`src/pri_pkg.sv`:
```
`timescale 1ns / 1ps
// ----------------------------------------------------------------------------
// pri_pkg
// Shared types, widths and constants of the point rotate and isometric
// projection pipeline.
// ----------------------------------------------------------------------------
package pri_pkg;

   // Field widths
   localparam int POINT_W  = 16;
   localparam int COEF_W   = 16;
   localparam int OFFSET_W = 13;
   localparam int SCREEN_W = 18;

   // Fixed-point layout
   localparam int COEF_FRAC = 14;
   localparam int PROJ_FRAC = 30;

   // Coordinates inside the rotation chain, Q14 with headroom for growth
   localparam int COORD_W = 36;
   localparam int PROD_W  = COORD_W + COEF_W;
   localparam int SUM_W   = PROD_W + 1;

   // Projection datapath
   localparam int KCONST_W = 17;
   localparam int DIFF_W   = COORD_W + 1;
   localparam int PPROD_W  = DIFF_W + KCONST_W;
   localparam int PRJ_W    = PPROD_W + 1;
   localparam int Q_W      = PRJ_W - PROJ_FRAC;
   localparam int POS_W    = Q_W + 1;

   // Projection constants, unsigned Q16 held as positive signed values
   localparam logic signed [KCONST_W-1:0] K_HALF_SQRT2      = 17'sd46341;
   localparam logic signed [KCONST_W-1:0] K_SQRT_TWO_THIRDS = 17'sd53509;
   localparam logic signed [KCONST_W-1:0] K_INV_SQRT6       = 17'sd26755;

   // Screen bounds and output clamp
   localparam int SCREEN_WIDTH  = 1920;
   localparam int SCREEN_HEIGHT = 1080;
   localparam int OUT_MAX       = 131071;
   localparam int OUT_MIN       = -131072;

   // Configuration port
   localparam int CSR_ADDR_W = 5;
   localparam int CSR_DATA_W = 32;

   typedef enum logic [2:0] {
      REG_COS_X    = 3'd0,
      REG_SIN_X    = 3'd1,
      REG_COS_Y    = 3'd2,
      REG_SIN_Y    = 3'd3,
      REG_COS_Z    = 3'd4,
      REG_SIN_Z    = 3'd5,
      REG_OFFSET_X = 3'd6,
      REG_OFFSET_Y = 3'd7
   } reg_addr_type;

   typedef logic signed [POINT_W-1:0]  point_type;
   typedef logic signed [COEF_W-1:0]   coef_type;
   typedef logic signed [OFFSET_W-1:0] offset_type;
   typedef logic signed [SCREEN_W-1:0] screen_type;
   typedef logic signed [COORD_W-1:0]  coord_type;

   typedef struct packed {
      coef_type cos_val;
      coef_type sin_val;
   } rot_coef_type;

   typedef struct packed {
      rot_coef_type rot_x;
      rot_coef_type rot_y;
      rot_coef_type rot_z;
      offset_type   offset_x;
      offset_type   offset_y;
   } cfg_type;

   localparam cfg_type CFG_RESET = '{
      rot_x:    '{cos_val: 16'sd14189, sin_val: 16'sd8192},
      rot_y:    '{cos_val: 16'sd14189, sin_val: 16'sd8192},
      rot_z:    '{cos_val: 16'sd14189, sin_val: 16'sd8192},
      offset_x: 13'sd960,
      offset_y: 13'sd540
   };

endpackage

```
`src/pri_project.sv`:
```
`timescale 1ns / 1ps
// ----------------------------------------------------------------------------
// pri_project
// Three-stage isometric projection: constant multiplies, truncation toward
// zero, then offset add, screen test and output clamp.
// ----------------------------------------------------------------------------
module pri_project (
   input  logic                clock,
   input  logic                reset,
   input  logic                in_valid,
   output logic                in_ready,
   input  pri_pkg::coord_type  in_x,
   input  pri_pkg::coord_type  in_y,
   input  pri_pkg::coord_type  in_z,
   input  pri_pkg::offset_type offset_x,
   input  pri_pkg::offset_type offset_y,
   output logic                out_valid,
   input  logic                out_ready,
   output pri_pkg::screen_type out_screen_x,
   output pri_pkg::screen_type out_screen_y,
   output logic                out_on_screen
);
   import pri_pkg::*;

   localparam logic signed [PRJ_W-1:0] TRUNC_BIAS = PRJ_W'(2 ** PROJ_FRAC - 1);
   localparam logic signed [POS_W-1:0] WIDTH_LIM  = POS_W'(SCREEN_WIDTH);
   localparam logic signed [POS_W-1:0] HEIGHT_LIM = POS_W'(SCREEN_HEIGHT);
   localparam logic signed [POS_W-1:0] CLAMP_HI   = POS_W'(OUT_MAX);
   localparam logic signed [POS_W-1:0] CLAMP_LO   = POS_W'(OUT_MIN);

   // Multiply stage
   logic                      mul_valid_ff, mul_ready;
   logic signed [DIFF_W-1:0]  diff_in, sum_in;
   logic signed [PPROD_W-1:0] px_in, pz_in, ps_in;
   logic signed [PPROD_W-1:0] px_ff, pz_ff, ps_ff;

   // Truncate stage
   logic                      trc_valid_ff, trc_ready;
   logic signed [PRJ_W-1:0]   px_full, py_full, px_biased, py_biased;
   logic signed [PRJ_W-1:0]   px_shift, py_shift;
   logic signed [Q_W-1:0]     qx_in, qy_in, qx_ff, qy_ff;

   // Output stage
   logic                      out_valid_ff, fin_ready;
   logic signed [POS_W-1:0]   col_in, row_in;
   screen_type                sx_in, sy_in, sx_ff, sy_ff;
   logic                      on_in, on_ff;

   assign mul_ready = ~mul_valid_ff | trc_ready;
   assign trc_ready = ~trc_valid_ff | fin_ready;
   assign fin_ready = ~out_valid_ff | out_ready;
   assign in_ready  = mul_ready;

   // Scale by the projection constants
   always_comb begin
      diff_in = DIFF_W'(in_x) - DIFF_W'(in_y);
      sum_in  = DIFF_W'(in_x) + DIFF_W'(in_y);
      px_in   = diff_in * K_HALF_SQRT2;
      pz_in   = in_z * K_SQRT_TWO_THIRDS;
      ps_in   = sum_in * K_INV_SQRT6;
   end

   always_ff @(posedge clock) begin
      if (reset) begin
         mul_valid_ff <= 1'b0;
      end else if (mul_ready) begin
         mul_valid_ff <= in_valid;
      end
   end

   always_ff @(posedge clock) begin
      if (mul_ready && in_valid) begin
         px_ff <= px_in;
         pz_ff <= pz_in;
         ps_ff <= ps_in;
      end
   end

   // Drop the Q30 fraction, rounding toward zero
   always_comb begin
      px_full   = PRJ_W'(px_ff);
      py_full   = PRJ_W'(pz_ff) - PRJ_W'(ps_ff);
      px_biased = px_full + (px_full[PRJ_W-1] ? TRUNC_BIAS : '0);
      py_biased = py_full + (py_full[PRJ_W-1] ? TRUNC_BIAS : '0);
      px_shift  = px_biased >>> PROJ_FRAC;
      py_shift  = py_biased >>> PROJ_FRAC;
      qx_in     = px_shift[Q_W-1:0];
      qy_in     = py_shift[Q_W-1:0];
   end

   always_ff @(posedge clock) begin
      if (reset) begin
         trc_valid_ff <= 1'b0;
      end else if (trc_ready) begin
         trc_valid_ff <= mul_valid_ff;
      end
   end

   always_ff @(posedge clock) begin
      if (trc_ready && mul_valid_ff) begin
         qx_ff <= qx_in;
         qy_ff <= qy_in;
      end
   end

   // Add the screen offset, test the bounds on the exact value, then clamp
   always_comb begin
      col_in = POS_W'(qx_ff) + POS_W'(offset_x);
      row_in = POS_W'(qy_ff) + POS_W'(offset_y);
      on_in  = !col_in[POS_W-1] && (col_in < WIDTH_LIM) &&
               !row_in[POS_W-1] && (row_in < HEIGHT_LIM);
      if (col_in > CLAMP_HI) begin
         sx_in = SCREEN_W'(OUT_MAX);
      end else if (col_in < CLAMP_LO) begin
         sx_in = SCREEN_W'(OUT_MIN);
      end else begin
         sx_in = col_in[SCREEN_W-1:0];
      end
      if (row_in > CLAMP_HI) begin
         sy_in = SCREEN_W'(OUT_MAX);
      end else if (row_in < CLAMP_LO) begin
         sy_in = SCREEN_W'(OUT_MIN);
      end else begin
         sy_in = row_in[SCREEN_W-1:0];
      end
   end

   always_ff @(posedge clock) begin
      if (reset) begin
         out_valid_ff <= 1'b0;
      end else if (fin_ready) begin
         out_valid_ff <= trc_valid_ff;
      end
   end

   always_ff @(posedge clock) begin
      if (fin_ready && trc_valid_ff) begin
         sx_ff <= sx_in;
         sy_ff <= sy_in;
         on_ff <= on_in;
      end
   end

   assign out_valid     = out_valid_ff;
   assign out_screen_x  = sx_ff;
   assign out_screen_y  = sy_ff;
   assign out_on_screen = on_ff;

endmodule

```
`config.mk`:
```
export PLATFORM = sky130hd
export DESIGN_NAME = pri_project
export DESIGN_NICKNAME = d
export VERILOG_FILES = /design/src/pri_pkg.sv /design/src/pri_project.sv
export SDC_FILE = /design/constraint.sdc
export NUM_CORES = 2
export LEC_CHECK = 0
export BUFFER_PORTS_ARGS = -buffer_cell sky130_fd_sc_hd__buf_2
export CAP_MARGIN = 10
export CORE_ASPECT_RATIO = 1.1
export CORE_MARGIN = 8
export CORE_UTILIZATION = 59
export CTS_BUF_LIST = sky130_fd_sc_hd__clkbuf_4 sky130_fd_sc_hd__clkbuf_8 sky130_fd_sc_hd__clkbuf_16
export DETAILED_ROUTE_END_ITERATION = 16
export GPL_ROUTABILITY_DRIVEN = 0
export MAX_ROUTING_LAYER = met4
export PLACE_DENSITY = 0.85
export SYNTH_ARGS = -nofsm -noshare
export SYNTH_HDL_FRONTEND = slang
export SYNTH_SLANG_ARGS = --single-unit
```
`constraint.sdc`:
```
create_clock -name clock -period 10.7 [get_ports clock]
set_input_delay 2.14 -clock clock [delete_from_list [all_inputs] [get_ports clock]]
set_output_delay 2.14 -clock clock [all_outputs]
set_load 0.05 [all_outputs]
```
==> impl_metrics.json <==
{
  "wire_per_inst_um": 18.2,
  "grt_pass1_wl_mm": 188,
  "path_buf_inv": 4,
  "holdWs_ps": 571,
  "startpoint_type": "primary input",
  "grt_overflow": 0,
  "status": "complete, no violations",
  "synth-main-ff-cell": "edfxtp_1",
  "portBuffers": 176,
  "r2r_end": "qy_ff[18]$_DFFE_PP_",
  "period_needed_ps": 10150,
  "synth-edff-count": 246,
  "worstSkewPairLatency_ps": 570,
  "cts.clk_slew.worst_paths_ps": 60,
  "yosys_warnings": 0,
  "crit_path_start": "in_y[13]",
  "post_cts_buffers": 0,
  "max_stage_delay_ps": 640,
  "async_flop_share": 0,
  "track_usage": 0.268,
  "slew_violations": 0,
  "pre_cts_slack_ps": -139,
  "pin_count": 177,
  "die_w_um": 283,
  "initial_utilization": 0.596,
  "required_ps": 10990,
  "fillers": 6098,
  "slew_headroom": 0.248,
  "synth-seq-area-share": 0.162,
  "first_global_vias": 38314,
  "setup_viol": 0,
  "drv_cap": 0,
  "clockBufferDepth": 3,
  "synth.avg_cell_area_um2": 9.16,
  "worst-path-max-fanout": 8,
  "remaining_drc_errors": 0,
  "rsz0062_at_grt": "false",
  "slowest_stage": "fa_1",
  "cp.depth": 29,
  "setup_ws_ps": 553,
  "dieArea_mm2": 0.0874,
  "syn_inst": 5035,
  "cts-root-buf": "clkbuf_16",
  "end_kind": "flip-flop",
  "htree_levels": 1,
  "reg2reg_from": "ps_ff[14]$_DFFE_PP_",
  "period_share": 0.948,
  "dpl.hpwl_mm": 98.3,
  "worst_pin_slew_ps": 1120,
  "hold_viol": 0,
  "criticalPathCategory": "primary input to flip-flop",
  "rrSetupSlack_ps": 3530,
  "cts_sinks": 249,
  "final_common_cell": "inv_1",
  "first_pass_iters": 8,
  "ys_ff_latch": 249,
  "r2r_cells": 21,
  "synth_cell_types": 98,
  "cts_hold_buf": 0,
  "nets": 6600,
  "syn_to_final_growth_pct": 7.39,
  "hold_path_class": "flip-flop to flip-flop",
  "cts_buffers": 26,
  "ant_nets": 0,
  "syn_area_mm2": 0.0461,
  "routed_wl_mm": 115,
  "drive_gt1_frac": 0.0700,
  "fmax_ghz": 0.0986,
  "setup_tns_ps": 0,
  "skew_ps": 26.0,
  "cts_tree": "yes",
  "syn_nets": 6409,
  "drtIter0Drc": 3113,
  "final_cell_mix": "inv_1 (924), ha_1 (801), fa_1 (435)",
  "fp.dieH_um": 309,
  "grt_max_degree": 160,
  "cp-endpoint": "ps_ff[43]$_DFFE_PP_",
  "rows": 107,
  "cp.arrival_ps": 10440,
  "cp_top_family": "adder cells",
  "num_vias": 37574,
  "viasPerCell": 5.98,
  "antenna_found_initial": 4,
  "core_area_mm2": 0.0774
}
[routing by layer]
layer | GRT usage | routed length, µm | vias to the layer above
met4 | 0.0789 | 4080 | 0
met2 | 0.457 | 55300 | 1594
met5 | - | 0 | -
met1 | 0.332 | 46500 | 17993
li1 | - | - | 17651
met3 | 0.0350 | 8600 | 336
[sequential cells by signal (all words and copies together) (netlist names)]
| name | cells |
|---|---|
| mul_valid_ff | 1 |
| out_on_screen | 1 |
| out_screen_x | 18 |
| out_screen_y | 18 |
| out_valid | 1 |
| ps_ff | 52 |
| px_ff | 54 |
| pz_ff | 53 |
| qx_ff | 25 |
| qy_ff | 25 |
| trc_valid_ff | 1 |
[repair_timing]
action,4_1_cts,5_1_grt
hold endpoints to repair,0,0
gates resized for setup,0,4
endpoints found under the setup margin,0,5
[through the flow]
step                cell area, µm²  utilization  instances
floorplan                    46100            -       5035
global placement             48600        0.628       6233
detailed placement           48600        0.628       6233
CTS                          49500        0.640       6280
global route                 49500        0.640       6280
finish                       49500        0.640       6281
[worst min path at each step]
stage,from,to,slack (ps),cells past startpoint
after detailed placement,mul_valid_ff$_SDFFE_PP0N_,trc_valid_ff$_SDFFE_PP0P_,560,2
after CTS,mul_valid_ff$_SDFFE_PP0N_,trc_valid_ff$_SDFFE_PP0P_,570,2
after global placement,mul_valid_ff$_SDFFE_PP0N_,trc_valid_ff$_SDFFE_PP0P_,550,2
after global routing,px_ff[40]$_DFFE_PP_,qx_ff[10]$_DFFE_PP_,620,1
after floorplan,mul_valid_ff$_SDFFE_PP0N_,trc_valid_ff$_SDFFE_PP0P_,490,2
final,mul_valid_ff$_SDFFE_PP0N_,trc_valid_ff$_SDFFE_PP0P_,570,2
[final cells by class]
type                    count  area (µm²)  area share
clock buffers              28         683      0.0138
clock inverters            19         254     0.00513
flip-flops and latches    249        7450       0.150
diodes                      1        2.50   0.0000505
repair buffers            259        1520      0.0306
inverters                 930        3490      0.0705
well taps                1035        1290      0.0262
multi-input cells        3760       34800       0.703
[cells in the mapped netlist (all sizes together), types with 33 or more instances]
master	n	area share
nand4	55	0.0076
nand2b	47	0.0064
ha	801	0.22
and2	33	0.0045
a211oi	40	0.0065
edfxtp	246	0.16
a21o	142	0.023
nor2	222	0.018
xor2	140	0.027
inv	927	0.075
and3	37	0.0050
clkbuf	70	0.0057
o21ai	193	0.021
fa	435	0.19
o21a	46	0.0075
nand3	88	0.0096
a31oi	44	0.0061
nand2	230	0.019
a21oi	365	0.040
nor2b	42	0.0057
o21bai	51	0.0083
nor3	79	0.0088
xnor2	285	0.054
[worst register-to-register path: stages, from the launching register on]
cell and delay (ps):
edfxtp_1 350, inv_1 70, ha_1 430, a21oi_1 180, o21ai_1 230, nor3_1 70, o21ai_0 400, a41oi_1 220
a2111oi_0 780, o21ba_2 270, inv_1 440, ha_1 550, nand4_1 220, nor4_1 460, o2111a_1 270, nand2_1 70
or4b_1 480, o21a_1 210, nor4b_4 450, nand4_2 240, nor4b_2 360, xnor2_1 150
[kinds of logic (layout without fill, tap and decap cells)]
logic type	Yosys count	count (layout)	synth area share
simple gates	956	956	0.105
buf+inv	1026	1236	0.0840
xor+xnor	425	425	0.0809
fa+ha+maj	1238	1238	0.407
flops	249	249	0.162
compound gates	1119	1119	0.157
other cells	0	1	0
mux	22	22	0.00480
Power is not shown: default switching activity piles up to over one toggle a cycle in this logic, so the estimate is an artifact.
