==> config.mk <==
export PLATFORM = sky130hd
export DESIGN_NAME = pri_csr
export DESIGN_NICKNAME = d
export VERILOG_FILES = /design/src/pri_pkg.sv /design/src/pri_csr.sv
export SDC_FILE = /design/constraint.sdc
export NUM_CORES = 1
export LEC_CHECK = 0
export ABC_AREA = 1
export BUFFER_PORTS_ARGS = -buffer_cell sky130_fd_sc_hd__buf_4
export CAP_MARGIN = 40
export CORE_MARGIN = 5
export CORE_UTILIZATION = 40
export DETAILED_ROUTE_END_ITERATION = 16
export PLACE_DENSITY = 0.64
export SYNTH_ARGS = -nofsm -noshare
export SYNTH_HDL_FRONTEND = slang
export SYNTH_SLANG_ARGS = --single-unit
==> constraint.sdc <==
create_clock -name clock -period 1.4 [get_ports clock]
set_input_delay 0 -clock clock [delete_from_list [all_inputs] [get_ports clock]]
set_output_delay 0 -clock clock [all_outputs]
set_load 0.05 [all_outputs]
==> src/pri_pkg.sv <==
`timescale 1ns / 1ps
// ----------------------------------------------------------------------------
// pri_pkg
// Shared types, widths and constants of the point rotate and isometric
// projection pipeline.
// ----------------------------------------------------------------------------
package pri_pkg;

   // Field widths
   localparam int POINT_W  = 16;
   localparam int COEF_W   = 16;
   localparam int OFFSET_W = 13;
   localparam int SCREEN_W = 18;

   // Fixed-point layout
   localparam int COEF_FRAC = 14;
   localparam int PROJ_FRAC = 30;

   // Coordinates inside the rotation chain, Q14 with headroom for growth
   localparam int COORD_W = 36;
   localparam int PROD_W  = COORD_W + COEF_W;
   localparam int SUM_W   = PROD_W + 1;

   // Projection datapath
   localparam int KCONST_W = 17;
   localparam int DIFF_W   = COORD_W + 1;
   localparam int PPROD_W  = DIFF_W + KCONST_W;
   localparam int PRJ_W    = PPROD_W + 1;
   localparam int Q_W      = PRJ_W - PROJ_FRAC;
   localparam int POS_W    = Q_W + 1;

   // Projection constants, unsigned Q16 held as positive signed values
   localparam logic signed [KCONST_W-1:0] K_HALF_SQRT2      = 17'sd46341;
   localparam logic signed [KCONST_W-1:0] K_SQRT_TWO_THIRDS = 17'sd53509;
   localparam logic signed [KCONST_W-1:0] K_INV_SQRT6       = 17'sd26755;

   // Screen bounds and output clamp
   localparam int SCREEN_WIDTH  = 1920;
   localparam int SCREEN_HEIGHT = 1080;
   localparam int OUT_MAX       = 131071;
   localparam int OUT_MIN       = -131072;

   // Configuration port
   localparam int CSR_ADDR_W = 5;
   localparam int CSR_DATA_W = 32;

   typedef enum logic [2:0] {
      REG_COS_X    = 3'd0,
      REG_SIN_X    = 3'd1,
      REG_COS_Y    = 3'd2,
      REG_SIN_Y    = 3'd3,
      REG_COS_Z    = 3'd4,
      REG_SIN_Z    = 3'd5,
      REG_OFFSET_X = 3'd6,
      REG_OFFSET_Y = 3'd7
   } reg_addr_type;

   typedef logic signed [POINT_W-1:0]  point_type;
   typedef logic signed [COEF_W-1:0]   coef_type;
   typedef logic signed [OFFSET_W-1:0] offset_type;
   typedef logic signed [SCREEN_W-1:0] screen_type;
   typedef logic signed [COORD_W-1:0]  coord_type;

   typedef struct packed {
      coef_type cos_val;
      coef_type sin_val;
   } rot_coef_type;

   typedef struct packed {
      rot_coef_type rot_x;
      rot_coef_type rot_y;
      rot_coef_type rot_z;
      offset_type   offset_x;
      offset_type   offset_y;
   } cfg_type;

   localparam cfg_type CFG_RESET = '{
      rot_x:    '{cos_val: 16'sd14189, sin_val: 16'sd8192},
      rot_y:    '{cos_val: 16'sd14189, sin_val: 16'sd8192},
      rot_z:    '{cos_val: 16'sd14189, sin_val: 16'sd8192},
      offset_x: 13'sd960,
      offset_y: 13'sd540
   };

endpackage

==> src/pri_csr.sv <==
`timescale 1ns / 1ps
// ----------------------------------------------------------------------------
// pri_csr
// APB-style register file holding rotation coefficients and screen offsets.
// ----------------------------------------------------------------------------
module pri_csr (
   input  logic                             clock,
   input  logic                             reset,
   input  logic                             csr_psel,
   input  logic                             csr_penable,
   input  logic                             csr_pwrite,
   input  logic [pri_pkg::CSR_ADDR_W-1:0]   csr_paddr,
   input  logic [pri_pkg::CSR_DATA_W-1:0]   csr_pwdata,
   output logic [pri_pkg::CSR_DATA_W-1:0]   csr_prdata,
   output logic                             csr_pready,
   output pri_pkg::cfg_type                 cfg
);
   import pri_pkg::*;

   cfg_type      cfg_ff;
   cfg_type      cfg_in;
   reg_addr_type addr_idx;
   logic         wr_en;

   assign addr_idx   = reg_addr_type'(csr_paddr[CSR_ADDR_W-1:2]);
   assign wr_en      = csr_psel & csr_penable & csr_pwrite;
   assign csr_pready = 1'b1;
   assign cfg        = cfg_ff;

   // Decode the write into the addressed register
   always_comb begin
      cfg_in = cfg_ff;
      if (wr_en) begin
         case (addr_idx)
            REG_COS_X:    cfg_in.rot_x.cos_val = csr_pwdata[COEF_W-1:0];
            REG_SIN_X:    cfg_in.rot_x.sin_val = csr_pwdata[COEF_W-1:0];
            REG_COS_Y:    cfg_in.rot_y.cos_val = csr_pwdata[COEF_W-1:0];
            REG_SIN_Y:    cfg_in.rot_y.sin_val = csr_pwdata[COEF_W-1:0];
            REG_COS_Z:    cfg_in.rot_z.cos_val = csr_pwdata[COEF_W-1:0];
            REG_SIN_Z:    cfg_in.rot_z.sin_val = csr_pwdata[COEF_W-1:0];
            REG_OFFSET_X: cfg_in.offset_x      = csr_pwdata[OFFSET_W-1:0];
            REG_OFFSET_Y: cfg_in.offset_y      = csr_pwdata[OFFSET_W-1:0];
            default:      cfg_in               = cfg_ff;
         endcase
      end
   end

   always_ff @(posedge clock) begin
      if (reset) begin
         cfg_ff <= CFG_RESET;
      end else begin
         cfg_ff <= cfg_in;
      end
   end

   // Return the addressed register, sign extended
   always_comb begin
      case (addr_idx)
         REG_COS_X:    csr_prdata = CSR_DATA_W'(cfg_ff.rot_x.cos_val);
         REG_SIN_X:    csr_prdata = CSR_DATA_W'(cfg_ff.rot_x.sin_val);
         REG_COS_Y:    csr_prdata = CSR_DATA_W'(cfg_ff.rot_y.cos_val);
         REG_SIN_Y:    csr_prdata = CSR_DATA_W'(cfg_ff.rot_y.sin_val);
         REG_COS_Z:    csr_prdata = CSR_DATA_W'(cfg_ff.rot_z.cos_val);
         REG_SIN_Z:    csr_prdata = CSR_DATA_W'(cfg_ff.rot_z.sin_val);
         REG_OFFSET_X: csr_prdata = CSR_DATA_W'(cfg_ff.offset_x);
         REG_OFFSET_Y: csr_prdata = CSR_DATA_W'(cfg_ff.offset_y);
         default:      csr_prdata = '0;
      endcase
   end

endmodule

==> tab_implementation.tex, run 1 <==
\begin{tabular}{lr}
\hline
Metric & Value \\
\hline
\multicolumn{2}{l}{\textbf{CTS}} \\
\quad Buffer type at the clock tree root & sky130\_fd\_sc\_hd\_\_clkbuf\_16 \\
\quad Clock-pin slew reported for the worst setup and hold paths after clock tree synthesis & roughly 0.05 ns \\
\quad Number of sinks driven by the clock tree & approximately 120 \\
\quad TritonCTS clock tree & yes \\
\quad Clock latency at the later pin of the worst-skew pair & 0.41 ns \\
\quad CTS H-Tree Depth & 4 \\
\quad TritonCTS buffer count & 17 \\
\quad Buffer depth of the longest clock path & 2 \\
\multicolumn{2}{l}{\textbf{Placed design}} \\
\quad Post-detail-place hpwl & $\sim$15 mm \\
\quad Weighted congestion at the end of routability-driven global placement & 0.910 \\
\quad Cell count after placement & around 1100 \\
\quad Placed cell area & roughly 7100 sq um \\
\quad Count of buffers from port buffering & 177 \\
\multicolumn{2}{l}{\textbf{Critical path}} \\
\quad Series of cell instances along the critical path & nand4\_1 -> nand2\_2 -> nor2\_4 -> nand3\_4 -> buf\_4 \\
\quad Required @ worst endpoint & roughly 1.4 ns \\
\quad Largest fanout on the critical path & 9 \\
\quad Delay of the slowest cell on the worst path & approximately 0.33 ns \\
\quad Critical path endpoint category & output pin \\
\quad Worst Path Arrival & about 1.5 ns \\
\quad Type of origin of the critical path & register \\
\quad FF-to-FF path depth & 3 \\
\quad Type of the worst setup path & register to output pin \\
\quad Startpoint of the worst register-to-register path & cfg[25]\$\_SDFFE\_PP0P\_ \\
\quad Terminus of the critical flop-to-flop path & cfg[25]\$\_SDFFE\_PP0P\_ \\
\quad Worst reg-to-reg setup slack & 0.61 ns \\
\quad Worst-path cell with the longest stage delay & sky130\_fd\_sc\_hd\_\_dfxtp\_2 \\
\multicolumn{2}{l}{\textbf{Job}} \\
\quad Count of max-cap constraint violations & 0 \\
\multicolumn{2}{l}{\textbf{Synthesis}} \\
\quad EDFF count, synth & 0 \\
\quad Netlist area before placement & around 5700 sq um \\
\quad Number of register bits inferred by synthesis & 122 \\
\quad Share of synthesized area occupied by flip-flops and latches & 0.425 \\
\quad Cell with the most instances after synthesis & sky130\_fd\_sc\_hd\_\_nor2\_1 \\
\quad Post-synthesis cell count & roughly 830 \\
\quad Leading post-synthesis cells by instance count & sky130\_fd\_sc\_hd\_\_nor2\_1 (211), sky130\_fd\_sc\_hd\_\_nand2\_1 (148), sky130\_fd\_sc\_hd\_\_dfxtp\_1 (122) \\
\quad Ys flop type & sky130\_fd\_sc\_hd\_\_dfxtp\_1 \\
\quad Syn nets & 876 \\
\quad Top-area cell type share of the netlist area & 0.425 \\
\quad Top post-synthesis cells by area & sky130\_fd\_sc\_hd\_\_dfxtp\_1 (43\%), sky130\_fd\_sc\_hd\_\_nor2\_1 (14\%), sky130\_fd\_sc\_hd\_\_nand2\_1 (9.7\%), sky130\_fd\_sc\_hd\_\_o21ai\_0 (7.3\%), sky130\_fd\_sc\_hd\_\_nand4\_1 (6.9\%) \\
\quad Synth area leader & sky130\_fd\_sc\_hd\_\_dfxtp\_1 \\
\quad Yosys warning total & 0 \\
\quad Fraction of registers with async set/reset & 0 \\
\quad Syn\_area\_per\_cell & around 7 sq um \\
\quad Unique cell type count in the Yosys netlist & 23 \\
\multicolumn{2}{l}{\textbf{Outcome}} \\
\quad Violated checks & negative setup slack \\
\quad Run status & complete, but fails checks \\
\multicolumn{2}{l}{\textbf{Timing}} \\
\quad Number of setup violations in the final report & 20 \\
\quad Setup repair after global routing missed its margin & yes \\
\quad Final number of max-transition violations & 0 \\
\quad Final worst path period need & between 1.5 and 2 ns \\
\quad Top achievable clock speed & approximately 0.66 GHz \\
\quad Final setup TNS & -2.15 ns \\
\quad Final hold violation count & 0 \\
\quad Setup WS post-layout & -0.126 ns \\
\quad Clock tree skew after final layout & 0 ns \\
\quad Part of the cycle the worst path needs & 1.09 \\
\multicolumn{2}{l}{\textbf{Global route}} \\
\quad Number of antenna violations at the first check in global routing & 0 \\
\quad Largest net degree at the start of global routing & 55 \\
\quad Grt ovf & 0 \\
\quad Combined global-route utilization of all metal layers & 0.248 \\
\quad Number of global-route vias before repair & 5643 \\
\quad Global-route wire length before repair & 32.3 mm \\
\multicolumn{2}{l}{\textbf{Cells and area}} \\
\quad N\_diodes & 0 \\
\quad Flip-flop count of the largest register, all copies and words added & 122 \\
\quad Final Instance Count excl. Fillers & 1187 \\
\quad Growth of design area from synthesis to finish & 39.0\% \\
\quad Layout cell share with drive strength beyond 1 & 0.296 \\
\quad Net count reported at finish & $\sim$1000 \\
\quad Final standard cell area without fillers & between 7000 and 8000 sq um \\
\quad Count of fill cells added during filler insertion & 1370 \\
\multicolumn{2}{l}{\textbf{Floorplanning}} \\
\quad Total die area & 16900 sq um \\
\quad Y dimension of the die & between 100 and 150 microns \\
\quad Area inside the core boundary & 14000 sq um \\
\quad Horizontal extent of the die & $\sim$130 microns \\
\quad Top Ports & just under 200 \\
\quad Standard-cell rows & between 40 and 50 \\
\quad Starting density of the core & 0.411 \\
\multicolumn{2}{l}{\textbf{Pwr}} \\
\quad Portion of total power attributed to sequential cells & 0.420 \\
\quad Cell Pwr Density & between 1000 and 1500 nW/um\^{}2 \\
\quad Overall power after layout & about 8500 uW \\
\quad Proportion of power drawn by combinational gates & 0.137 \\
\quad Proportion of total power due to net switching & 0.275 \\
\quad Net switching component of the power & roughly 2300 uW \\
\quad Cell internal power dissipation & $\sim$6200 uW \\
\quad Leakage power total & $\sim$0.0040 uW \\
\quad Largest voltage drop on the vdd net & about 0.73 mV \\
\quad Part of the total power dissipated in the clock network & 0.443 \\
\multicolumn{2}{l}{\textbf{Routing}} \\
\quad Number of iterations in the first detailed-routing pass & 7 \\
\quad DRC violations left & 0 \\
\quad Vias per inst & 5.33 \\
\quad Final wirelength & 21.5 mm \\
\quad Violation count after the first detailed-route iteration & between 500 and 600 \\
\quad Routed wire per std cell & 18.1 microns \\
\quad Vias after detailed routing & about 6300 \\
\quad Antenna viol nets, final & 0 \\
\multicolumn{2}{l}{\textbf{Min path}} \\
\quad Start point of the worst min-delay path & csr\_paddr[2] \\
\quad Hold/Removal Path Class & input port to register \\
\quad Cell count of the worst hold path & 5 \\
\quad Hold endpoint & cfg[39]\$\_SDFFE\_PP1P\_ \\
\hline
\end{tabular}
==> worst max path at each step <==
stage	startpoint	end	slack (ns)	cells after the start
global route	cfg[12]$_SDFFE_PP0P_	csr_prdata[20]	-0.17	5
finish	cfg[12]$_SDFFE_PP0P_	csr_prdata[20]	-0.13	5
CTS	cfg[12]$_SDFFE_PP0P_	csr_prdata[17]	-0.11	5
detailed placement	csr_paddr[4]	cfg[27]$_SDFFE_PP0P_	0.09	7
floorplan	cfg[105]$_SDFFE_PP0P_	csr_prdata[16]	-0.001	5
global placement	csr_paddr[4]	csr_prdata[7]	0.12	8
==> area by class of cell <==
cell class / count / area [sq um] / area share
Timing Repair Buffer: 229 / 1860 / 0.233
Clock buffer: 22 / 464 / 0.0581
Clock inverter: 5 / 25.0 / 0.00313
Tap cell: 180 / 225 / 0.0282
Multi-Input combinational cell: 600 / 2850 / 0.356
Sequential cell: 122 / 2450 / 0.307
Inverter: 29 / 111 / 0.0139
==> power by group through the flow <==
stage | Sequential [uW] | Clock, uW | Combinational (uW)
global placement | 3640 | 0 | 1060
CTS | 3560 | 3790 | 1110
detailed placement | 3630 | 0 | 1060
floorplan | 3780 | 0 | 551
finish | 3560 | 3760 | 1160
global route | 3570 | 3930 | 1230
==> critical path, delay by kind of cell (launching register included) <==
kind / cells / cell delay (ns)
buffers and inverters: 1 / 0.23
DFF: 1 / 0.33
and+or+nand+nor: 4 / 0.56
==> metrics by stage <==
step	util	hold slack, ns	setup slack [ns]
floorplan	-	0.0997	-0.00135
global placement	0.507	0.248	0.117
detailed placement	0.507	0.253	0.0941
CTS	0.560	0.162	-0.112
global route	0.571	0.206	-0.173
finish	0.571	0.179	-0.126
==> cell families after synthesis <==
group,Yosys count,share of synthesized area
simple gates,509,0.395
flops,122,0.425
buf+inv,113,0.101
compound gates,89,0.0776
other cells,1,0.000653
==> placed cells by master (no fill, tap or decap) <==
master / netlist / routed
sky130_fd_sc_hd__dlygate4sd3_1: 0 / 18
sky130_fd_sc_hd__clkinv_2: 0 / 5
sky130_fd_sc_hd__clkbuf_16: 0 / 17
sky130_fd_sc_hd__nor2_4: 8 / 14
sky130_fd_sc_hd__nand4_1: 63 / 63
sky130_fd_sc_hd__buf_8: 0 / 3
sky130_fd_sc_hd__nand3_2: 2 / 5
sky130_fd_sc_hd__inv_4: 1 / 1
sky130_fd_sc_hd__nand3_1: 70 / 66
sky130_fd_sc_hd__conb_1: 1 / 1
sky130_fd_sc_hd__o21ai_1: 1 / 1
sky130_fd_sc_hd__nand2_1: 148 / 140
sky130_fd_sc_hd__dfxtp_2: 0 / 9
sky130_fd_sc_hd__nand2_2: 5 / 13
sky130_fd_sc_hd__clkbuf_8: 0 / 2
sky130_fd_sc_hd__inv_2: 11 / 11
sky130_fd_sc_hd__buf_6: 5 / 13
sky130_fd_sc_hd__clkbuf_1: 32 / 3
sky130_fd_sc_hd__dfxtp_1: 122 / 113
sky130_fd_sc_hd__nand3_4: 1 / 3
sky130_fd_sc_hd__o21ai_0: 84 / 84
sky130_fd_sc_hd__buf_12: 0 / 2
sky130_fd_sc_hd__nor2_2: 0 / 6
sky130_fd_sc_hd__inv_1: 17 / 17
sky130_fd_sc_hd__nor2_8: 1 / 1
sky130_fd_sc_hd__buf_4: 24 / 193
sky130_fd_sc_hd__a21oi_1: 4 / 4
sky130_fd_sc_hd__nor2_1: 211 / 199
==> repair_timing <==
item                       CTS  global route
gates resized for setup     11            44
cloned                       1             0
hold buffers                18             0
setup buffers                2             2
pin swaps                    4             7
hold endpoints to repair   122             0
setup endpoints to repair   22            31
==> layer usage <==
metal / GRT usage / up-vias / part of all wire
met4: 0.0807 / 0 / 0.018
met1: 0.356 / 2927 / 0.45
met3: 0.0540 / 33 / 0.082
met2: 0.371 / 313 / 0.45
met5: 0 / - / 0
li1: - / 3052 / -
Power figures use the tool's default switching activity.
==> inputs of run 2 (changes only) <==
--- a/config.mk
+++ b/config.mk
@@ -11,7 +11,8 @@
 export CORE_MARGIN = 5
 export CORE_UTILIZATION = 40
 export DETAILED_ROUTE_END_ITERATION = 16
-export PLACE_DENSITY = 0.64
+export GPL_ROUTABILITY_DRIVEN = 1
+export PLACE_DENSITY = 0.67
 export SYNTH_ARGS = -nofsm -noshare
 export SYNTH_HDL_FRONTEND = slang
 export SYNTH_SLANG_ARGS = --single-unit
==> constraint.sdc (replaced) <==
create_clock -name clock -period 1.3 [get_ports clock]
set_input_delay 0 -clock clock [delete_from_list [all_inputs] [get_ports clock]]
set_output_delay 0 -clock clock [all_outputs]
set_load 0.05 [all_outputs]
==> tab_implementation.tex, run 2 (synthesis gave the netlist of run 1 again) <==
\begin{tabular}{lr}
\hline
Metric & Value \\
\hline
\multicolumn{2}{l}{\textbf{Cells and area}} \\
\quad Most common cell after layout, fill and taps aside & sky130\_fd\_sc\_hd\_\_buf\_4 \\
\quad Commonest non-fill, non-tap cells in the layout & sky130\_fd\_sc\_hd\_\_buf\_4 (214), sky130\_fd\_sc\_hd\_\_nor2\_1 (188), sky130\_fd\_sc\_hd\_\_nand2\_1 (137) \\
\quad Layout cell share with drive strength beyond 1 & 0.401 \\
\quad Net count reported at finish & roughly 1100 \\
\quad Final design utilization & 0.614 \\
\quad Growth of design area from synthesis to finish & 49.5\% \\
\quad Final standard cell area without fillers & around 8600 sq um \\
\quad N\_diodes & 0 \\
\quad Flip-flop count of the largest register, all copies and words added & 122 \\
\multicolumn{2}{l}{\textbf{Pwr}} \\
\quad Largest voltage drop on the vdd net & roughly 0.93 mV \\
\quad Cell internal power dissipation & between 7000 and 8000 uW \\
\quad Part of the total power dissipated in the clock network & 0.488 \\
\quad Proportion of total power due to net switching & 0.267 \\
\quad Proportion of power drawn by combinational gates & 0.131 \\
\quad Overall power after layout & $\sim$10000 uW \\
\quad Portion of total power attributed to sequential cells & 0.381 \\
\quad Leakage power total & $\sim$0.0043 uW \\
\quad Net switching component of the power & about 2700 uW \\
\quad Cell Pwr Density & 1170 nW/um\^{}2 \\
\multicolumn{2}{l}{\textbf{Job}} \\
\quad Count of max-cap constraint violations & 0 \\
\multicolumn{2}{l}{\textbf{Global route}} \\
\quad Grt ovf & 0 \\
\quad Combined global-route utilization of all metal layers & 0.250 \\
\quad Number of antenna violations at the first check in global routing & 0 \\
\quad Largest net degree at the start of global routing & 49 \\
\quad Global-route wire length before repair & 32.5 mm \\
\quad Number of global-route vias before repair & 5896 \\
\multicolumn{2}{l}{\textbf{Timing}} \\
\quad Clock tree skew after final layout & 0 ns \\
\quad Number of setup violations in the final report & 29 \\
\quad Final hold violation count & 0 \\
\quad Final setup TNS & -4.90 ns \\
\quad Final worst path period need & 1.55 ns \\
\quad Top achievable clock speed & about 0.65 GHz \\
\quad Setup WS post-layout & -0.246 ns \\
\quad Final number of max-transition violations & 0 \\
\quad Setup repair after global routing missed its margin & yes \\
\quad Part of the cycle the worst path needs & 1.19 \\
\multicolumn{2}{l}{\textbf{Floorplanning}} \\
\quad Area inside the core boundary & 14000 sq um \\
\quad Total die area & 16900 sq um \\
\quad Starting density of the core & 0.411 \\
\quad Standard-cell rows & 43 \\
\quad Y dimension of the die & roughly 130 microns \\
\quad Horizontal extent of the die & 130 microns \\
\quad Top Ports & roughly 200 \\
\multicolumn{2}{l}{\textbf{CTS}} \\
\quad TritonCTS clock tree & yes \\
\quad Clock latency at the later pin of the worst-skew pair & about 0.42 ns \\
\quad Clock-pin slew reported for the worst setup and hold paths after clock tree synthesis & 0.06 ns \\
\quad Number of sinks driven by the clock tree & between 100 and 150 \\
\quad Buffer depth of the longest clock path & 2 \\
\quad CTS H-Tree Depth & 4 \\
\quad TritonCTS buffer count & 17 \\
\quad Buffer type at the clock tree root & sky130\_fd\_sc\_hd\_\_clkbuf\_16 \\
\multicolumn{2}{l}{\textbf{Critical path}} \\
\quad Series of cell instances along the critical path & nand4\_1 -> nand2\_2 -> nor2\_4 -> nand3\_4 -> buf\_6 \\
\quad FF-to-FF path depth & 3 \\
\quad Worst Path Arrival & between 1.5 and 2 ns \\
\quad Type of origin of the critical path & register \\
\quad Critical path endpoint category & output pin \\
\quad Largest fanout on the critical path & 8 \\
\quad Type of the worst setup path & register to output pin \\
\quad Delay of the slowest cell on the worst path & between 0.3 and 0.4 ns \\
\quad Terminus of the critical flop-to-flop path & cfg[62]\$\_SDFFE\_PP0P\_ \\
\quad Setup crit start & cfg[25]\$\_SDFFE\_PP0P\_ \\
\quad Worst reg-to-reg setup slack & about 0.51 ns \\
\quad Worst-path cell with the longest stage delay & sky130\_fd\_sc\_hd\_\_dfxtp\_2 \\
\quad Required @ worst endpoint & 1.30 ns \\
\quad Startpoint of the worst register-to-register path & cfg[62]\$\_SDFFE\_PP0P\_ \\
\multicolumn{2}{l}{\textbf{Placed design}} \\
\quad Count of buffers from port buffering & 177 \\
\quad Weighted congestion at the end of routability-driven global placement & 0.916 \\
\quad Post-detail-place hpwl & between 15 and 20 mm \\
\quad Placed cell area & 7130 sq um \\
\multicolumn{2}{l}{\textbf{Outcome}} \\
\quad Violated checks & negative setup slack \\
\quad Run status & complete, but fails checks \\
\multicolumn{2}{l}{\textbf{Routing}} \\
\quad Routed wire per std cell & between 15 and 20 microns \\
\quad Vias per inst & about 5.3 \\
\quad Vias after detailed routing & approximately 6400 \\
\quad Antenna viol nets, final & 0 \\
\quad Violation count after the first detailed-route iteration & 688 \\
\quad Final wirelength & about 21 mm \\
\quad DRC violations left & 0 \\
\quad Number of iterations in the first detailed-routing pass & 6 \\
\multicolumn{2}{l}{\textbf{Min path}} \\
\quad Hold endpoint & cfg[39]\$\_SDFFE\_PP1P\_ \\
\quad Cell count of the worst hold path & 5 \\
\quad Hold/Removal Path Class & input port to register \\
\quad Start point of the worst min-delay path & csr\_paddr[2] \\
\hline
\end{tabular}
==> run 2: final cells by class <==
class / count / area, sq um
fill: 1286 / 5400
multi-input combinational: 600 / 2920
sequential: 122 / 2530
timing repair buffer: 261 / 2190
clock buffer: 20 / 467
tap: 180 / 225
clock inverter: 12 / 146
inverter: 29 / 111
==> run 2: worst max path at each step <==
stage,end,slack (ns)
after floorplan,csr_prdata[16],-0.02
after global placement,csr_prdata[15],0.05
after detailed placement,csr_prdata[15],0.05
after CTS,csr_prdata[29],-0.24
after global routing,csr_prdata[19],-0.31
final,csr_prdata[27],-0.25
==> run 2: worst max-delay path, delay by kind of cell, from the launching register on <==
family / cells / cell delay [ns]
buf+inv: 1 / 0.20
flops: 1 / 0.34
simple gates: 4 / 0.58
==> run 2: power by group through the flow <==
stage	logic, uW	clock network [uW]	registers, uW
floorplan	594	0	4070
global placement	1150	0	3920
detailed placement	1150	0	3910
CTS	1280	4930	3830
global route	1390	5100	3840
finish	1320	4900	3830
==> run 2: through the flow <==
| step | hold WS (ns) | setup slack (ns) | instances |
|---|---|---|---|
| global route | 0.172 | -0.307 | 1224 |
| CTS | 0.121 | -0.238 | 1220 |
| detailed placement | 0.251 | 0.0492 | 1136 |
| global placement | 0.244 | 0.0523 | 1136 |
| finish | 0.138 | -0.246 | 1224 |
| floorplan | 0.0997 | -0.0212 | 834 |
==> run 2: repair_timing <==
action                                  in CTS  in global routing
resized for setup                           94                 50
hold endpoints to repair                   122                  0
buffers inserted                            33                  4
hold buffers                                18                  0
endpoints found under the setup margin      32                 33
gates cloned                                 1                  0
pin swaps                                   56                 35
==> run 2: routing by layer <==
metal | wire length, microns | vias to the layer above | global-route usage
met2 | 9650 | 298 | 0.383
li1 | - | 3111 | -
met1 | 9360 | 2984 | 0.344
met4 | 501 | 0 | 0.0825
met5 | 0 | - | 0
met3 | 1940 | 38 | 0.0643
==> inputs of run 3 (changes only) <==
--- a/config.mk
+++ b/config.mk
@@ -13,6 +13,7 @@
 export DETAILED_ROUTE_END_ITERATION = 16
 export GPL_ROUTABILITY_DRIVEN = 1
 export PLACE_DENSITY = 0.67
+export SETUP_SLACK_MARGIN = 0.02
 export SYNTH_ARGS = -nofsm -noshare
 export SYNTH_HDL_FRONTEND = slang
 export SYNTH_SLANG_ARGS = --single-unit
==> tab_implementation.tex, run 3 (synthesis gave the netlist of run 1 again) <==
\begin{tabular}{lr}
\hline
Metric & Value \\
\hline
\multicolumn{2}{l}{\textbf{Outcome}} \\
\quad Run status & complete, but fails checks \\
\quad Violated checks & negative setup slack \\
\multicolumn{2}{l}{\textbf{Routing}} \\
\quad Number of iterations in the first detailed-routing pass & 5 \\
\quad Routed wire per std cell & $\sim$18 microns \\
\quad Vias per inst & between 5 and 6 \\
\quad DRC violations left & 0 \\
\quad Violation count after the first detailed-route iteration & about 690 \\
\quad Final wirelength & roughly 22 mm \\
\quad Antenna viol nets, final & 0 \\
\quad Vias after detailed routing & roughly 6600 \\
\multicolumn{2}{l}{\textbf{Global route}} \\
\quad Number of global-route vias before repair & between 6000 and 7000 \\
\quad Grt ovf & 0 \\
\quad GR met3 Demand/Resource & 0.0688 \\
\quad Met2 usage in global routing & 0.386 \\
\quad Combined global-route utilization of all metal layers & 0.259 \\
\quad Most used routing layer in global routing & met2 \\
\quad Global-route wire length before repair & roughly 34 mm \\
\quad Number of antenna violations at the first check in global routing & 0 \\
\quad Largest net degree at the start of global routing & 57 \\
\quad GR Util met1 & 0.361 \\
\multicolumn{2}{l}{\textbf{Pwr}} \\
\quad Cell Pwr Density & 1130 nW/um\^{}2 \\
\quad Leakage power total & approximately 0.0043 uW \\
\quad Largest voltage drop on the vdd net & roughly 0.93 mV \\
\multicolumn{2}{l}{\textbf{Floorplanning}} \\
\quad Horizontal extent of the die & between 100 and 150 microns \\
\quad Area inside the core boundary & about 14000 sq um \\
\quad Top Ports & just under 200 \\
\quad Y dimension of the die & around 130 microns \\
\quad Standard-cell rows & between 40 and 50 \\
\quad Starting density of the core & 0.411 \\
\quad Total die area & about 17000 sq um \\
\multicolumn{2}{l}{\textbf{Cells and area}} \\
\quad Commonest non-fill, non-tap cells in the layout & sky130\_fd\_sc\_hd\_\_buf\_4 (220), sky130\_fd\_sc\_hd\_\_nor2\_1 (183), sky130\_fd\_sc\_hd\_\_nand2\_1 (126) \\
\quad Final design utilization & 0.616 \\
\quad N\_diodes & 0 \\
\quad Flip-flop count of the largest register, all copies and words added & between 100 and 150 \\
\quad Net count reported at finish & roughly 1100 \\
\quad Final standard cell area without fillers & around 8600 sq um \\
\quad Layout cell share with drive strength beyond 1 & 0.406 \\
\quad Sequential cell area & 2510 sq um \\
\quad Area taken by multi-input logic gates & approximately 3000 sq um \\
\quad Most common cell after layout, fill and taps aside & sky130\_fd\_sc\_hd\_\_buf\_4 \\
\quad Count of fill cells added during filler insertion & around 1300 \\
\quad Growth of design area from synthesis to finish & 50.1\% \\
\multicolumn{2}{l}{\textbf{Timing}} \\
\quad Final setup TNS & -3.45 ns \\
\quad Clock tree skew after final layout & 0 ns \\
\quad Top achievable clock speed & around 0.67 GHz \\
\quad Final hold slack & around 0.12 ns \\
\quad Setup repair after global routing missed its margin & yes \\
\quad Final worst path period need & around 1.5 ns \\
\quad Part of the cycle the worst path needs & 1.15 \\
\quad Final hold violation count & 0 \\
\quad Setup WS post-layout & -0.195 ns \\
\quad Number of setup violations in the final report & 24 \\
\quad Final number of max-transition violations & 0 \\
\multicolumn{2}{l}{\textbf{Critical path}} \\
\quad CP Capture Point & csr\_prdata[28] \\
\quad Required @ worst endpoint & roughly 1.3 ns \\
\quad Type of the worst setup path & register to output pin \\
\quad Worst reg-to-reg setup slack & slightly above 0.5 ns \\
\quad Type of origin of the critical path & register \\
\quad Largest fanout on the critical path & 9 \\
\quad FF-to-FF path depth & 3 \\
\quad Worst Path Arrival & around 1.5 ns \\
\quad Critical path endpoint category & output pin \\
\quad Terminus of the critical flop-to-flop path & cfg[53]\$\_SDFFE\_PP0P\_ \\
\quad Startpoint of the worst register-to-register path & cfg[53]\$\_SDFFE\_PP0P\_ \\
\quad Setup crit start & cfg[105]\$\_SDFFE\_PP0P\_ \\
\multicolumn{2}{l}{\textbf{Placed design}} \\
\quad Placed cell area & around 7300 sq um \\
\quad Weighted congestion at the end of routability-driven global placement & between 0.9 and 1 \\
\quad Setup WS pre-CTS & 0.0420 ns \\
\quad Count of buffers from port buffering & 177 \\
\quad Post-detail-place hpwl & 15.2 mm \\
\multicolumn{2}{l}{\textbf{CTS}} \\
\quad Buffer depth of the longest clock path & 2 \\
\quad Clock latency at the later pin of the worst-skew pair & about 0.42 ns \\
\quad TritonCTS clock tree & yes \\
\quad TritonCTS buffer count & 17 \\
\quad Number of sinks driven by the clock tree & about 120 \\
\quad Buffer type at the clock tree root & sky130\_fd\_sc\_hd\_\_clkbuf\_16 \\
\quad CTS H-Tree Depth & 4 \\
\quad Clock-pin slew reported for the worst setup and hold paths after clock tree synthesis & around 0.06 ns \\
\multicolumn{2}{l}{\textbf{Job}} \\
\quad Count of max-cap constraint violations & 0 \\
\multicolumn{2}{l}{\textbf{Min path}} \\
\quad Hold/Removal Path Class & input port to register \\
\hline
\end{tabular}
## run 3: changes by cell type in the layout (fill, tap and decap cells not counted), sizes merged
cell / previous run / this run
clkbuf: 20 / 23
clkinvlp: 3 / 1
bufinv: 3 / 2
buf: 243 / 246
## run 3: critical path, stage by stage, from the launching register on
cell and delay, ns:
sky130_fd_sc_hd__dfxtp_2 0.31, sky130_fd_sc_hd__nand4_1 0.08, sky130_fd_sc_hd__nand2_1 0.09, sky130_fd_sc_hd__nor2_4 0.18, sky130_fd_sc_hd__nand3_4 0.16, sky130_fd_sc_hd__buf_4 0.23
## run 3: layout make-up
class,count,area share
Clock buffer,23,0.0531
Clock inverter,9,0.0113
Inverter,29,0.0129
Multi-Input combinational cell,600,0.347
Sequential cell,122,0.291
Tap cell,180,0.0261
Timing Repair Buffer,264,0.258
## run 3: per-stage QoR
step,total power [uW],instances
finish,9700,1227
global route,9980,1227
CTS,9690,1214
detailed placement,5100,1144
global placement,5090,1144
floorplan,4680,834
## run 3: worst min-delay path by stage
| stage | endpoint | slack [ns] | startpoint | cells after the start |
|---|---|---|---|---|
| floorplan | cfg[19]$_SDFFE_PP1P_ | 0.1 | reset | 2 |
| detailed placement | cfg[22]$_SDFFE_PP1P_ | 0.28 | reset | 3 |
| CTS | cfg[4]$_SDFFE_PP1P_ | 0.11 | csr_penable | 6 |
| global placement | cfg[20]$_SDFFE_PP1P_ | 0.27 | reset | 3 |
| global route | cfg[4]$_SDFFE_PP1P_ | 0.17 | csr_penable | 6 |
| finish | cfg[4]$_SDFFE_PP1P_ | 0.12 | csr_penable | 6 |
## run 3: routing by layer
metal  part of all wire  vias to the layer above
li1                   -                     3119
met3               0.11                       40
met2               0.44                      339
met4              0.022                        0
met5                  0                        -
met1               0.43                     3060
## run 3: where the power goes
| part | internal [uW] | switching [uW] |
|---|---|---|
| logic | 453 | 903 |
| clock network | 2840 | 1670 |
| registers | 3790 | 40.5 |
## run 3: repair_timing
item | 4_1_cts | 5_1_grt
setup buffers | 19 | 13
endpoints found under the hold margin | 122 | 0
setup endpoints to repair | 32 | 32
pin swaps | 47 | 55
cloned | 1 | 0
hold buffers | 18 | 0
gates resized for setup | 92 | 46
